## config.mk

```make
export PLATFORM = sky130hd
export DESIGN_NAME = reservoir_fill_and_pump_sequencer_unit
export DESIGN_NICKNAME = d
export VERILOG_FILES = /design/src/rfps_pkg.sv /design/src/rfps_dist.sv /design/src/reservoir_fill_and_pump_sequencer_unit.sv
export VERILOG_INCLUDE_DIRS = /design/src /design/src/src
export SDC_FILE = /design/constraint.sdc
export NUM_CORES = 1
export LEC_CHECK = 0
export BUFFER_PORTS_ARGS = -buffer_cell sky130_fd_sc_hd__buf_2
export CAP_MARGIN = 15
export CORE_MARGIN = 2
export CORE_UTILIZATION = 55
export DETAILED_ROUTE_END_ITERATION = 8
export GPL_TIMING_DRIVEN = 0
export PLACE_DENSITY = 0.73
export RECOVER_POWER = 50
export SYNTH_ARGS = -nofsm -noshare
export SYNTH_HDL_FRONTEND = slang
export SYNTH_SLANG_ARGS = --single-unit
```

## constraint.sdc

```tcl
create_clock -name clk -period 10.3 [get_ports clk]
set_clock_uncertainty 0.2 [all_clocks]
set_input_delay 1.03 -clock clk [delete_from_list [all_inputs] [get_ports clk]]
set_output_delay 1.03 -clock clk [all_outputs]
set_load 0.05 [all_outputs]
```

## src/reservoir_fill_and_pump_sequencer_unit_macros.svh

```systemverilog
// Assertion macros for the reservoir fill and pump sequencer.
`ifndef RESERVOIR_FILL_AND_PUMP_SEQUENCER_UNIT_MACROS_SVH
`define RESERVOIR_FILL_AND_PUMP_SEQUENCER_UNIT_MACROS_SVH
`ifndef NO_ASSERTIONS
`define RFPS_ASSERT(lbl, prop, msg) \
  lbl: assert property (@(posedge clk) disable iff (rst) (prop)) else $error(msg);
`define RFPS_ASSERT_IMP(lbl, ante, cons, msg) \
  lbl: assert property (@(posedge clk) disable iff (rst) (ante) |-> (cons)) else $error(msg);
`define RFPS_ASSERT_NEXT(lbl, ante, cons, msg) \
  lbl: assert property (@(posedge clk) disable iff (rst) (ante) |=> (cons)) else $error(msg);
`else
`define RFPS_ASSERT(lbl, prop, msg)
`define RFPS_ASSERT_IMP(lbl, ante, cons, msg)
`define RFPS_ASSERT_NEXT(lbl, ante, cons, msg)
`endif
`endif

```

## src/rfps_pkg.sv

```systemverilog
// Shared constants for the reservoir fill and pump sequencer.
package rfps_pkg;

  localparam int NOW_W    = 32;
  localparam int ECHO_W   = 20;
  localparam int WEIGHT_W = 18;
  localparam int DIST_W   = 15;
  localparam int MS_W     = 32;
  localparam int IDX_W    = 3;
  localparam int DATA_W   = 32;
  localparam int MIX_W    = 3;

  // floor(echo*17/1000) = floor(floor(echo*17/8) / 125), reciprocal exact for 22-bit values
  localparam int ECHO17_W   = 25;
  localparam int SCALED_W   = 22;
  localparam int RECIP_W    = 23;
  localparam int PROD_W     = SCALED_W + RECIP_W;
  localparam int RECIP_SH   = 29;
  localparam logic [RECIP_W-1:0] DIST_RECIP = 23'd4294968;

  localparam logic [IDX_W-1:0] REG_WATER_LIMIT = 3'd0;
  localparam logic [IDX_W-1:0] REG_SOL_A_LIMIT = 3'd1;
  localparam logic [IDX_W-1:0] REG_SOL_B_LIMIT = 3'd2;
  localparam logic [IDX_W-1:0] REG_LOW_LEVEL   = 3'd3;
  localparam logic [IDX_W-1:0] REG_REFILL      = 3'd4;
  localparam logic [IDX_W-1:0] REG_PUMP_ON     = 3'd5;
  localparam logic [IDX_W-1:0] REG_PUMP_OFF    = 3'd6;

  localparam logic signed [WEIGHT_W-1:0] WATER_LIMIT_RST = 18'sd10000;
  localparam logic signed [WEIGHT_W-1:0] SOL_A_LIMIT_RST = 18'sd10010;
  localparam logic signed [WEIGHT_W-1:0] SOL_B_LIMIT_RST = 18'sd10020;
  localparam logic [DIST_W-1:0] LOW_LEVEL_RST = 15'd10;
  localparam logic [DIST_W-1:0] REFILL_RST    = 15'd25;
  localparam logic [MS_W-1:0]   PUMP_ON_RST   = 32'd180000;
  localparam logic [MS_W-1:0]   PUMP_OFF_RST  = 32'd720000;

  localparam logic [MIX_W-1:0] MIX_OFF   = 3'b000;
  localparam logic [MIX_W-1:0] MIX_WATER = 3'b001;
  localparam logic [MIX_W-1:0] MIX_SOL_A = 3'b010;
  localparam logic [MIX_W-1:0] MIX_SOL_B = 3'b100;

  localparam logic MODE_FILL = 1'b0;
  localparam logic MODE_PUMP = 1'b1;

  localparam logic [DIST_W-1:0] DIST_MAX = 15'd17825;

endpackage

```

## src/rfps_dist.sv

```systemverilog
// Echo width to distance conversion, floor(echo_us * 17 / 1000).
module rfps_dist (
  input  logic [rfps_pkg::ECHO_W-1:0] echo,
  output logic [rfps_pkg::DIST_W-1:0] dist_cm
);

  logic [rfps_pkg::ECHO17_W-1:0] echo17;
  logic [rfps_pkg::SCALED_W-1:0] scaled;
  logic [rfps_pkg::PROD_W-1:0]   prod;

  always_comb begin
    echo17  = {1'b0, echo, 4'b0000} + rfps_pkg::ECHO17_W'(echo);
    scaled  = echo17[rfps_pkg::ECHO17_W-1:3];
    prod    = rfps_pkg::PROD_W'(scaled) * rfps_pkg::PROD_W'(rfps_pkg::DIST_RECIP);
    dist_cm = prod[rfps_pkg::RECIP_SH +: rfps_pkg::DIST_W];
  end

endmodule

```

## src/reservoir_fill_and_pump_sequencer_unit.sv

```systemverilog
// Reservoir fill and pump sequencer: top level with control pipeline and registers.
// One control pass can be accepted every clock while in_stall is low. A pass moves through
// an input register, a distance stage (one constant reciprocal multiply) and the control
// stage, where mode, mixing relays and the pump interval timer update together and load
// the result register. The input stalls only while all three registers hold a pass and
// the result is stalled. Configuration writes are always ready and take effect at once;
// write them only while idle. Indexes above the last register are ignored. TIME_BITS
// sets the timer width; now_ms is reduced to or zero-extended to that width.
`include "reservoir_fill_and_pump_sequencer_unit_macros.svh"
module reservoir_fill_and_pump_sequencer_unit #(
  parameter int TIME_BITS = 32
) (
  input  logic clk,
  input  logic rst,

  input  logic                                  cfg_valid,
  output logic                                  cfg_ready,
  input  logic [rfps_pkg::IDX_W-1:0]            cfg_index,
  input  logic [rfps_pkg::DATA_W-1:0]           cfg_data,

  input  logic                                  in_valid,
  output logic                                  in_stall,
  input  logic [rfps_pkg::NOW_W-1:0]            now_ms,
  input  logic [rfps_pkg::ECHO_W-1:0]           echo_us,
  input  logic signed [rfps_pkg::WEIGHT_W-1:0]  weight_g,

  output logic                                  out_valid,
  input  logic                                  out_stall,
  output logic                                  mix_water_on,
  output logic                                  mix_sol_a_on,
  output logic                                  mix_sol_b_on,
  output logic                                  pump_on,
  output logic                                  pump_mode,
  output logic [rfps_pkg::DIST_W-1:0]           distance_cm
);

  localparam int CmpW = (TIME_BITS > rfps_pkg::MS_W) ? TIME_BITS : rfps_pkg::MS_W;

  // configuration registers
  logic signed [rfps_pkg::WEIGHT_W-1:0] water_limit_g;
  logic signed [rfps_pkg::WEIGHT_W-1:0] sol_a_limit_g;
  logic signed [rfps_pkg::WEIGHT_W-1:0] sol_b_limit_g;
  logic [rfps_pkg::DIST_W-1:0]          low_level_cm;
  logic [rfps_pkg::DIST_W-1:0]          refill_level_cm;
  logic [rfps_pkg::MS_W-1:0]            pump_on_ms;
  logic [rfps_pkg::MS_W-1:0]            pump_off_ms;

  assign cfg_ready = 1'b1;

  always_ff @(posedge clk) begin
    if (rst) begin
      water_limit_g   <= rfps_pkg::WATER_LIMIT_RST;
      sol_a_limit_g   <= rfps_pkg::SOL_A_LIMIT_RST;
      sol_b_limit_g   <= rfps_pkg::SOL_B_LIMIT_RST;
      low_level_cm    <= rfps_pkg::LOW_LEVEL_RST;
      refill_level_cm <= rfps_pkg::REFILL_RST;
      pump_on_ms      <= rfps_pkg::PUMP_ON_RST;
      pump_off_ms     <= rfps_pkg::PUMP_OFF_RST;
    end else if (cfg_valid && cfg_ready) begin
      case (cfg_index)
        rfps_pkg::REG_WATER_LIMIT: water_limit_g   <= cfg_data[rfps_pkg::WEIGHT_W-1:0];
        rfps_pkg::REG_SOL_A_LIMIT: sol_a_limit_g   <= cfg_data[rfps_pkg::WEIGHT_W-1:0];
        rfps_pkg::REG_SOL_B_LIMIT: sol_b_limit_g   <= cfg_data[rfps_pkg::WEIGHT_W-1:0];
        rfps_pkg::REG_LOW_LEVEL:   low_level_cm    <= cfg_data[rfps_pkg::DIST_W-1:0];
        rfps_pkg::REG_REFILL:      refill_level_cm <= cfg_data[rfps_pkg::DIST_W-1:0];
        rfps_pkg::REG_PUMP_ON:     pump_on_ms      <= cfg_data[rfps_pkg::MS_W-1:0];
        rfps_pkg::REG_PUMP_OFF:    pump_off_ms     <= cfg_data[rfps_pkg::MS_W-1:0];
        default: ;
      endcase
    end
  end

  // pipeline flow control
  logic s1_valid, s2_valid;
  logic out_ready, s2_ready, s1_ready, s2_adv;

  assign out_ready = !out_valid || !out_stall;
  assign s2_ready  = !s2_valid || out_ready;
  assign s1_ready  = !s1_valid || s2_ready;
  assign s2_adv    = s2_valid && out_ready;
  assign in_stall  = !s1_ready;

  always_ff @(posedge clk) begin
    if (rst) begin
      s1_valid  <= 1'b0;
      s2_valid  <= 1'b0;
      out_valid <= 1'b0;
    end else begin
      if (s1_ready) begin
        s1_valid <= in_valid;
      end
      if (s2_ready) begin
        s2_valid <= s1_valid;
      end
      if (out_ready) begin
        out_valid <= s2_valid;
      end
    end
  end

  // stage 1: input register
  logic [rfps_pkg::NOW_W-1:0]           s1_now;
  logic [rfps_pkg::ECHO_W-1:0]          s1_echo;
  logic signed [rfps_pkg::WEIGHT_W-1:0] s1_weight;

  always_ff @(posedge clk) begin
    if (s1_ready && in_valid) begin
      s1_now    <= now_ms;
      s1_echo   <= echo_us;
      s1_weight <= weight_g;
    end
  end

  // stage 2: distance
  logic [rfps_pkg::DIST_W-1:0]          s1_dist;
  logic [rfps_pkg::NOW_W-1:0]           s2_now;
  logic [rfps_pkg::DIST_W-1:0]          s2_dist;
  logic signed [rfps_pkg::WEIGHT_W-1:0] s2_weight;

  rfps_dist u_dist (
    .echo    (s1_echo),
    .dist_cm (s1_dist)
  );

  always_ff @(posedge clk) begin
    if (s2_ready && s1_valid) begin
      s2_now    <= s1_now;
      s2_dist   <= s1_dist;
      s2_weight <= s1_weight;
    end
  end

  // control state
  logic                         mode, mode_next;
  logic                         pump_phase, pump_phase_next;
  logic [TIME_BITS-1:0]         phase_start, phase_start_next;
  logic                         pump_drive, pump_drive_next;
  logic [rfps_pkg::MIX_W-1:0]   mix_drive, mix_drive_next;

  logic [TIME_BITS-1:0]         now_t;
  logic [TIME_BITS-1:0]         elapsed;
  logic                         on_done, off_done;
  logic [rfps_pkg::MIX_W-1:0]   mix_sel;
  logic                         at_refill, at_low;

  always_comb begin
    now_t     = TIME_BITS'(s2_now);
    elapsed   = now_t - phase_start;
    on_done   = CmpW'(elapsed) >= CmpW'(pump_on_ms);
    off_done  = CmpW'(elapsed) >= CmpW'(pump_off_ms);
    at_refill = s2_dist >= refill_level_cm;
    at_low    = s2_dist <= low_level_cm;

    // later band tests override earlier ones
    mix_sel = rfps_pkg::MIX_OFF;
    if (s2_weight <= water_limit_g) begin
      mix_sel = rfps_pkg::MIX_WATER;
    end
    if (s2_weight > water_limit_g && s2_weight < sol_a_limit_g) begin
      mix_sel = rfps_pkg::MIX_SOL_A;
    end
    if (s2_weight > sol_a_limit_g && s2_weight < sol_b_limit_g) begin
      mix_sel = rfps_pkg::MIX_SOL_B;
    end
    if (s2_weight >= sol_b_limit_g) begin
      mix_sel = rfps_pkg::MIX_OFF;
    end

    mode_next        = mode;
    pump_phase_next  = pump_phase;
    phase_start_next = phase_start;
    pump_drive_next  = pump_drive;
    mix_drive_next   = mix_drive;

    if (mode == rfps_pkg::MODE_FILL) begin
      pump_drive_next = 1'b0;
      if (s2_weight <= sol_b_limit_g && at_refill) begin
        mix_drive_next = mix_sel;
      end
      if (at_low) begin
        mode_next = rfps_pkg::MODE_PUMP;
      end
    end
    // pump section also runs on the pass that entered pump mode
    if (mode_next == rfps_pkg::MODE_PUMP) begin
      mix_drive_next = rfps_pkg::MIX_OFF;
      if (pump_phase && on_done) begin
        pump_phase_next  = 1'b0;
        phase_start_next = now_t;
        pump_drive_next  = 1'b0;
      end else if (!pump_phase && off_done) begin
        pump_phase_next  = 1'b1;
        phase_start_next = now_t;
        pump_drive_next  = 1'b1;
      end
      if (at_refill) begin
        mode_next = rfps_pkg::MODE_FILL;
      end
    end
  end

  always_ff @(posedge clk) begin
    if (rst) begin
      mode        <= rfps_pkg::MODE_FILL;
      pump_phase  <= 1'b0;
      phase_start <= '0;
      pump_drive  <= 1'b0;
      mix_drive   <= rfps_pkg::MIX_OFF;
    end else if (s2_adv) begin
      mode        <= mode_next;
      pump_phase  <= pump_phase_next;
      phase_start <= phase_start_next;
      pump_drive  <= pump_drive_next;
      mix_drive   <= mix_drive_next;
    end
  end

  // result register
  always_ff @(posedge clk) begin
    if (s2_adv) begin
      mix_water_on <= mix_drive_next[0];
      mix_sol_a_on <= mix_drive_next[1];
      mix_sol_b_on <= mix_drive_next[2];
      pump_on      <= pump_drive_next;
      pump_mode    <= mode_next;
      distance_cm  <= s2_dist;
    end
  end

  `RFPS_ASSERT_IMP(a_mix_onehot, out_valid,
                   $onehot0({mix_sol_b_on, mix_sol_a_on, mix_water_on}),
                   "more than one mixing relay on")
  `RFPS_ASSERT_IMP(a_pump_no_mix, out_valid && pump_mode,
                   !mix_water_on && !mix_sol_a_on && !mix_sol_b_on,
                   "mixing relay on in pump mode")
  `RFPS_ASSERT_NEXT(a_state_hold, !s2_adv,
                    $stable({mode, pump_phase, phase_start, pump_drive, mix_drive}),
                    "control state changed without a pass")
  `RFPS_ASSERT_IMP(a_empty_accepts, !out_valid, !in_stall,
                   "input stalled with empty result register")
  `RFPS_ASSERT_IMP(a_dist_range, out_valid, distance_cm <= rfps_pkg::DIST_MAX,
                   "distance out of range")

endmodule

```

After elaboration in Yosys (flattened, before gate mapping)
Index checks and enable logic that the tools add are counted.
Storage, ports and cells
  logic and storage cells: 93
  register bits after elaboration: 344
Cells by class
  mux-type cells: 19
  reductions and logical operators: 27
  eq/ne operators: 6
  $mul: 1
  magnitude comparators: 11
  $add $sub $neg: 2
Operators with widths (count)
  32-bit greater-or-equal comparator: 2
  32-bit two-way mux: 2
  22-bit by 20-bit multiplier with 41-bit output (second input constant): 1
  18-bit greater-than comparator: 2
  18-bit less-or-equal comparator: 2
  18-bit less-than comparator: 2
  32-bit subtractor: 1
  24-bit by 20-bit adder with 25-bit output: 1
  18-bit greater-or-equal comparator: 1
  3-bit two-way mux: 6
  15-bit greater-or-equal comparator: 1
  15-bit less-or-equal comparator: 1
  2-bit AND reduction: 7
  1-bit two-way mux: 11
  3-bit equality test (second input constant): 3
  1-bit logical AND: 8
  3-bit by 2-bit equality test with 1-bit output (second input constant): 2
  1-bit logical NOT: 6
  3-bit by 1-bit equality test with 1-bit output (second input constant): 1
  3-bit logical NOT: 1
  1-bit logical OR: 3
  3-bit AND reduction: 1
  2-bit nonzero test: 1

Depth between registers and ports, before layout
  word-level depth: 8
  mapped depth: 33
  gate-level depth less buffers: 33

Modules after synthesis
Synthesis repeated with hierarchy kept, for this count alone.
Second synthesis, totals
  cell total of the unflattened synthesis: 2474
  area, all modules: 23690.2 µm²
Modules (own cells, without submodules)
  reservoir_fill_and_pump_sequencer_unit: cells each 1739, area each 16965.0 µm², instances 1
  rfps_dist: cells each 735, area each 6725.2 µm², instances 1

Worst setup path after synthesis
Ideal clock, no wire load.
  path type: register to register
  start: reg s1_echo[4] (netlist bit)
  end: reg s2_dist[12] (netlist bit), data pin
  clock period less this slack: 8.158 ns
  arrival time: 7.701 ns
  slack: 2.142 ns
  stages on the path, launching flop included: 32
  library setup time: 0.258 ns
  path through: edfxtp_1 -> ha_1 -> fa_1 -> a21oi_1 -> o21ai_0 -> a21oi_1 -> nor2b_1 -> o21a_1 -> o41ai_4 -> o311ai_2 -> nand3_1 -> xor2_1 -> inv_1 -> ha_1 -> inv_1 -> fa_1 -> inv_1 -> fa_1 -> fa_1 -> fa_1 -> ha_1 -> ha_1 -> nand2_1 -> o211ai_1 -> a21oi_1 -> o221ai_1 -> a2111oi_4 -> o311ai_2 -> o41a_1 -> a21o_1 -> a21oi_2 -> xnor2_1
Between the ends
  longest elaborated chain between the ends: 2
RTL lines
  from (decl): RTL line reservoir_fill_and_pump_sequencer_unit.sv:103  | logic [rfps_pkg::ECHO_W-1:0] s1_echo;
  from (signal assigned): RTL line reservoir_fill_and_pump_sequencer_unit.sv:109  | s1_echo <= echo_us;
  24-bit by 20-bit adder with 25-bit output: RTL line rfps_dist.sv:12  | echo17 = {1'b0, echo, 4'b0000} + rfps_pkg::ECHO17_W'(echo);
  22-bit by 20-bit multiplier with 41-bit output: RTL line rfps_dist.sv:14  | prod = rfps_pkg::PROD_W'(scaled) * rfps_pkg::PROD_W'(rfps_pkg::DIST_RECIP);
  via s1_dist (one bit): RTL line reservoir_fill_and_pump_sequencer_unit.sv:115  | logic [rfps_pkg::DIST_W-1:0] s1_dist;
  to (signal assigned): RTL line reservoir_fill_and_pump_sequencer_unit.sv:128  | s2_dist <= s1_dist;
  to (decl): RTL line reservoir_fill_and_pump_sequencer_unit.sv:117  | logic [rfps_pkg::DIST_W-1:0] s2_dist;
The timed path passes the listed nets, and every way through them passes these cells.
A chain may end at the register's enable or synchronous reset.

Worst setup path after layout
  start: reg s1_echo[4] (netlist bit)
  end: reg s2_dist[14] (netlist bit), data pin
Same word-level chain as after synthesis.

==> reports/results.tsv <==
metric	value	unit
initial core utilization	0.557	
final-layout fill cell count	3456	
FFs w/ async S/R, synth	0	
reg2reg end	s2_dist[14]	
crit-path max FO	7	
mean number of vias per cell	5.57	
grt total ovfl	0	
Hold Path Depth	0	
Peak Freq	108	MHz
postcts setup bufs	0	
Vert. Die Dim	210	um
net count reported at finish	3161	
DIE AREA	44100	um^2
synthesized cell area	23300	um^2
num rows	75	
pin count of the biggest net entering global routing	36	
worst-margin pin slew	1.91	ns
Main synth FF type	dfxtp_1	
hold_ws	0.205	ns
synthesis-stage register bit count	344	
Synth area leaders	edfxtp_1 (20%), ha_1 (20%), dfxtp_1 (16%)	
Post-synth EDFFs	155	
DRC	0	
cell count along the critical path	31	
maxcap violations	4	
DRT Wirelength	56700	um
min-delay worst type	flop to flop	
Clock Latency Late Sink	0.59	ns
Max Slew Vio Count	100	
TritonCTS Buffers	40	
FF-to-FF Start	s1_echo[4]	
dpl hpwl	44100	um
cell with the most instances after synthesis	inv_1	
synth-to-layout area growth	11.8	%
worst min-delay path startpoint	s1_now[8]	
number of gates resized after cts	0	
syn_nets	2987	
Post-Syn Instances	2407	
via count	17600	
die width	210	um
GPL Wtd Cong	0.894	
GRT Total Usage	0.260	
Crit. End Element	flop	
Reg2Reg Setup Slack	1.05	ns
CP required	10.41	ns
Hold Crit Endpoint	now_t[8]	
crit path DAT	9.36	ns
critical path class	flop to flop	
global-route wire length before repair	90400	um
number of H-tree levels	2	
delay of the slowest critical-path stage	0.72	ns
clk buf depth	3	
CTS tree	yes	
Worst Path Buf+Inv	3	
Synth Area per Inst	9.69	um^2
clock-pin slew on the worst setup and hold paths	0.06	ns
RSZ-0062 raised after global routing	false	
setup tns final	0	ns
Max-slew headroom	-0.276	
Synth top area share	0.200	
initial antenna violation count	4	
Worst path top cell family by delay	adder cells	
Final period util	0.898	
WL/cell	18.0	um
Ports	133	
CTS Sinks	344	
Pre-antenna DRT Iters	7	
Distinct cells, synth	68	
hold-fix buffers at CTS	0	
Seq/Total Area, Yosys	0.362	
final count of hold timing violations	0	
R2R depth	31	
Post-synth top cells	inv_1 (395), ha_1 (371), nand2_1 (298)	
Warnings, synthesis	0	
status	finished with violations	
CTS Root Cell	clkbuf_16	
area leader, netlist	edfxtp_1	
Iteration-0 DRC Markers	1139	
CP dominant cell by count	fa_1	
core area	41900	um^2
final antenna-violating net count	0	
CP startpoint kind	flop	
share of layout cells above drive strength 1	0.0823	
utilization after layout	0.623	
port bufs	128	
vias in the first global route	18000	
final setup fails	0	
failing checks	capacitance limit, slew limit	
Slowest cell on crit path	xor2_1	
Tmin final	9.25	ns
==> stage by stage <==
step,cell area (um^2),std cells,setup WS [ns]
CTS,26100,3152,1.05
finish,26100,3156,1.05
floorplan,23300,2407,2.14
global placement,24600,3074,1.14
detailed placement,24700,3078,1.09
global route,26100,3156,0.564
==> worst max-delay path by stage <==
stage / start / to / slack (ns)
3_3_place_gp: s1_echo[4] / s2_dist[12] / 1.14
5_1_grt: s1_echo[4] / s2_dist[14] / 0.56
4_1_cts: s1_echo[4] / s2_dist[12] / 1.05
2_1_floorplan: s1_echo[4] / s2_dist[12] / 2.14
3_5_place_dp: s1_echo[4] / s2_dist[12] / 1.09
6_report: s1_echo[4] / s2_dist[14] / 1.05
==> flip-flops by register name, indices dropped and copies added (netlist names), 3 cells and up <==
register	cells
now_t	32
phase_start	32
pump_off_ms	32
pump_on_ms	32
s1_now	32
s1_echo	20
s1_weight	18
s2_weight	18
sol_a_limit_g	18
sol_b_limit_g	18
water_limit_g	18
distance_cm	15
low_level_cm	15
refill_level_cm	15
s2_dist	15
mix_drive	3
==> layout by cell type, fill, tap and decap left out, types with 4 or more instances in the layout <==
master / instances
and3_1: 10
nor3_1: 11
clkbuf_1: 61
o21bai_1: 8
o21a_1: 14
nand3_1: 27
clkinv_2: 8
fa_1: 99
or2_2: 6
clkbuf_16: 41
nand2_1: 298
xor2_1: 17
mux2i_1: 32
nor2b_1: 23
bufinv_16: 6
dfxtp_1: 189
a31oi_1: 7
nor2_1: 89
buf_2: 129
diode_2: 4
ha_1: 371
nand4_1: 33
a211o_1: 22
xnor2_1: 51
a211oi_1: 6
edfxtp_1: 155
and4_1: 10
a21oi_1: 197
nand2b_1: 83
a21o_1: 69
o211ai_1: 10
inv_1: 395
nand3b_1: 29
o21ai_0: 37
clkinv_1: 8
==> cell families (layout without fill, tap and decap cells) <==
kind of cell | after synthesis | in the layout | synth area share
AND/OR/NAND/NOR | 631 | 631 | 0.129
adder cells (fa/ha/maj) | 470 | 470 | 0.284
buffers and inverters | 453 | 659 | 0.0733
AO/OA/AOI/OAI | 407 | 407 | 0.112
flip-flops | 344 | 344 | 0.362
XOR/XNOR | 68 | 68 | 0.0255
multiplexers | 33 | 33 | 0.0142
other | 1 | 5 | 0.000161
==> layer usage <==
| metal | wire, um | vias to the layer above | global-route usage |
|---|---|---|---|
| met2 | 27800 | 484 | 0.456 |
| li1 | - | 8441 | - |
| met5 | 0 | - | 0 |
| met3 | 3280 | 148 | 0.0404 |
| met1 | 23400 | 8496 | 0.318 |
| met4 | 2230 | 0 | 0.113 |
==> final cells by class <==
cell class              instances  area, um^2  share of cell area
flip-flops and latches        344        8440               0.324
well taps                     539         674              0.0259
inverters                     395        1480              0.0569
diodes                          4        10.0            0.000384
clock inverters                29         343              0.0131
repair buffers                132         668              0.0256
plain buffers                  58         226             0.00869
multi-input cells            1610       13200               0.505
clock buffers                  45        1060              0.0407
Power is not shown: default switching activity piles up to over one toggle a cycle in this logic, so the estimate is an artifact.
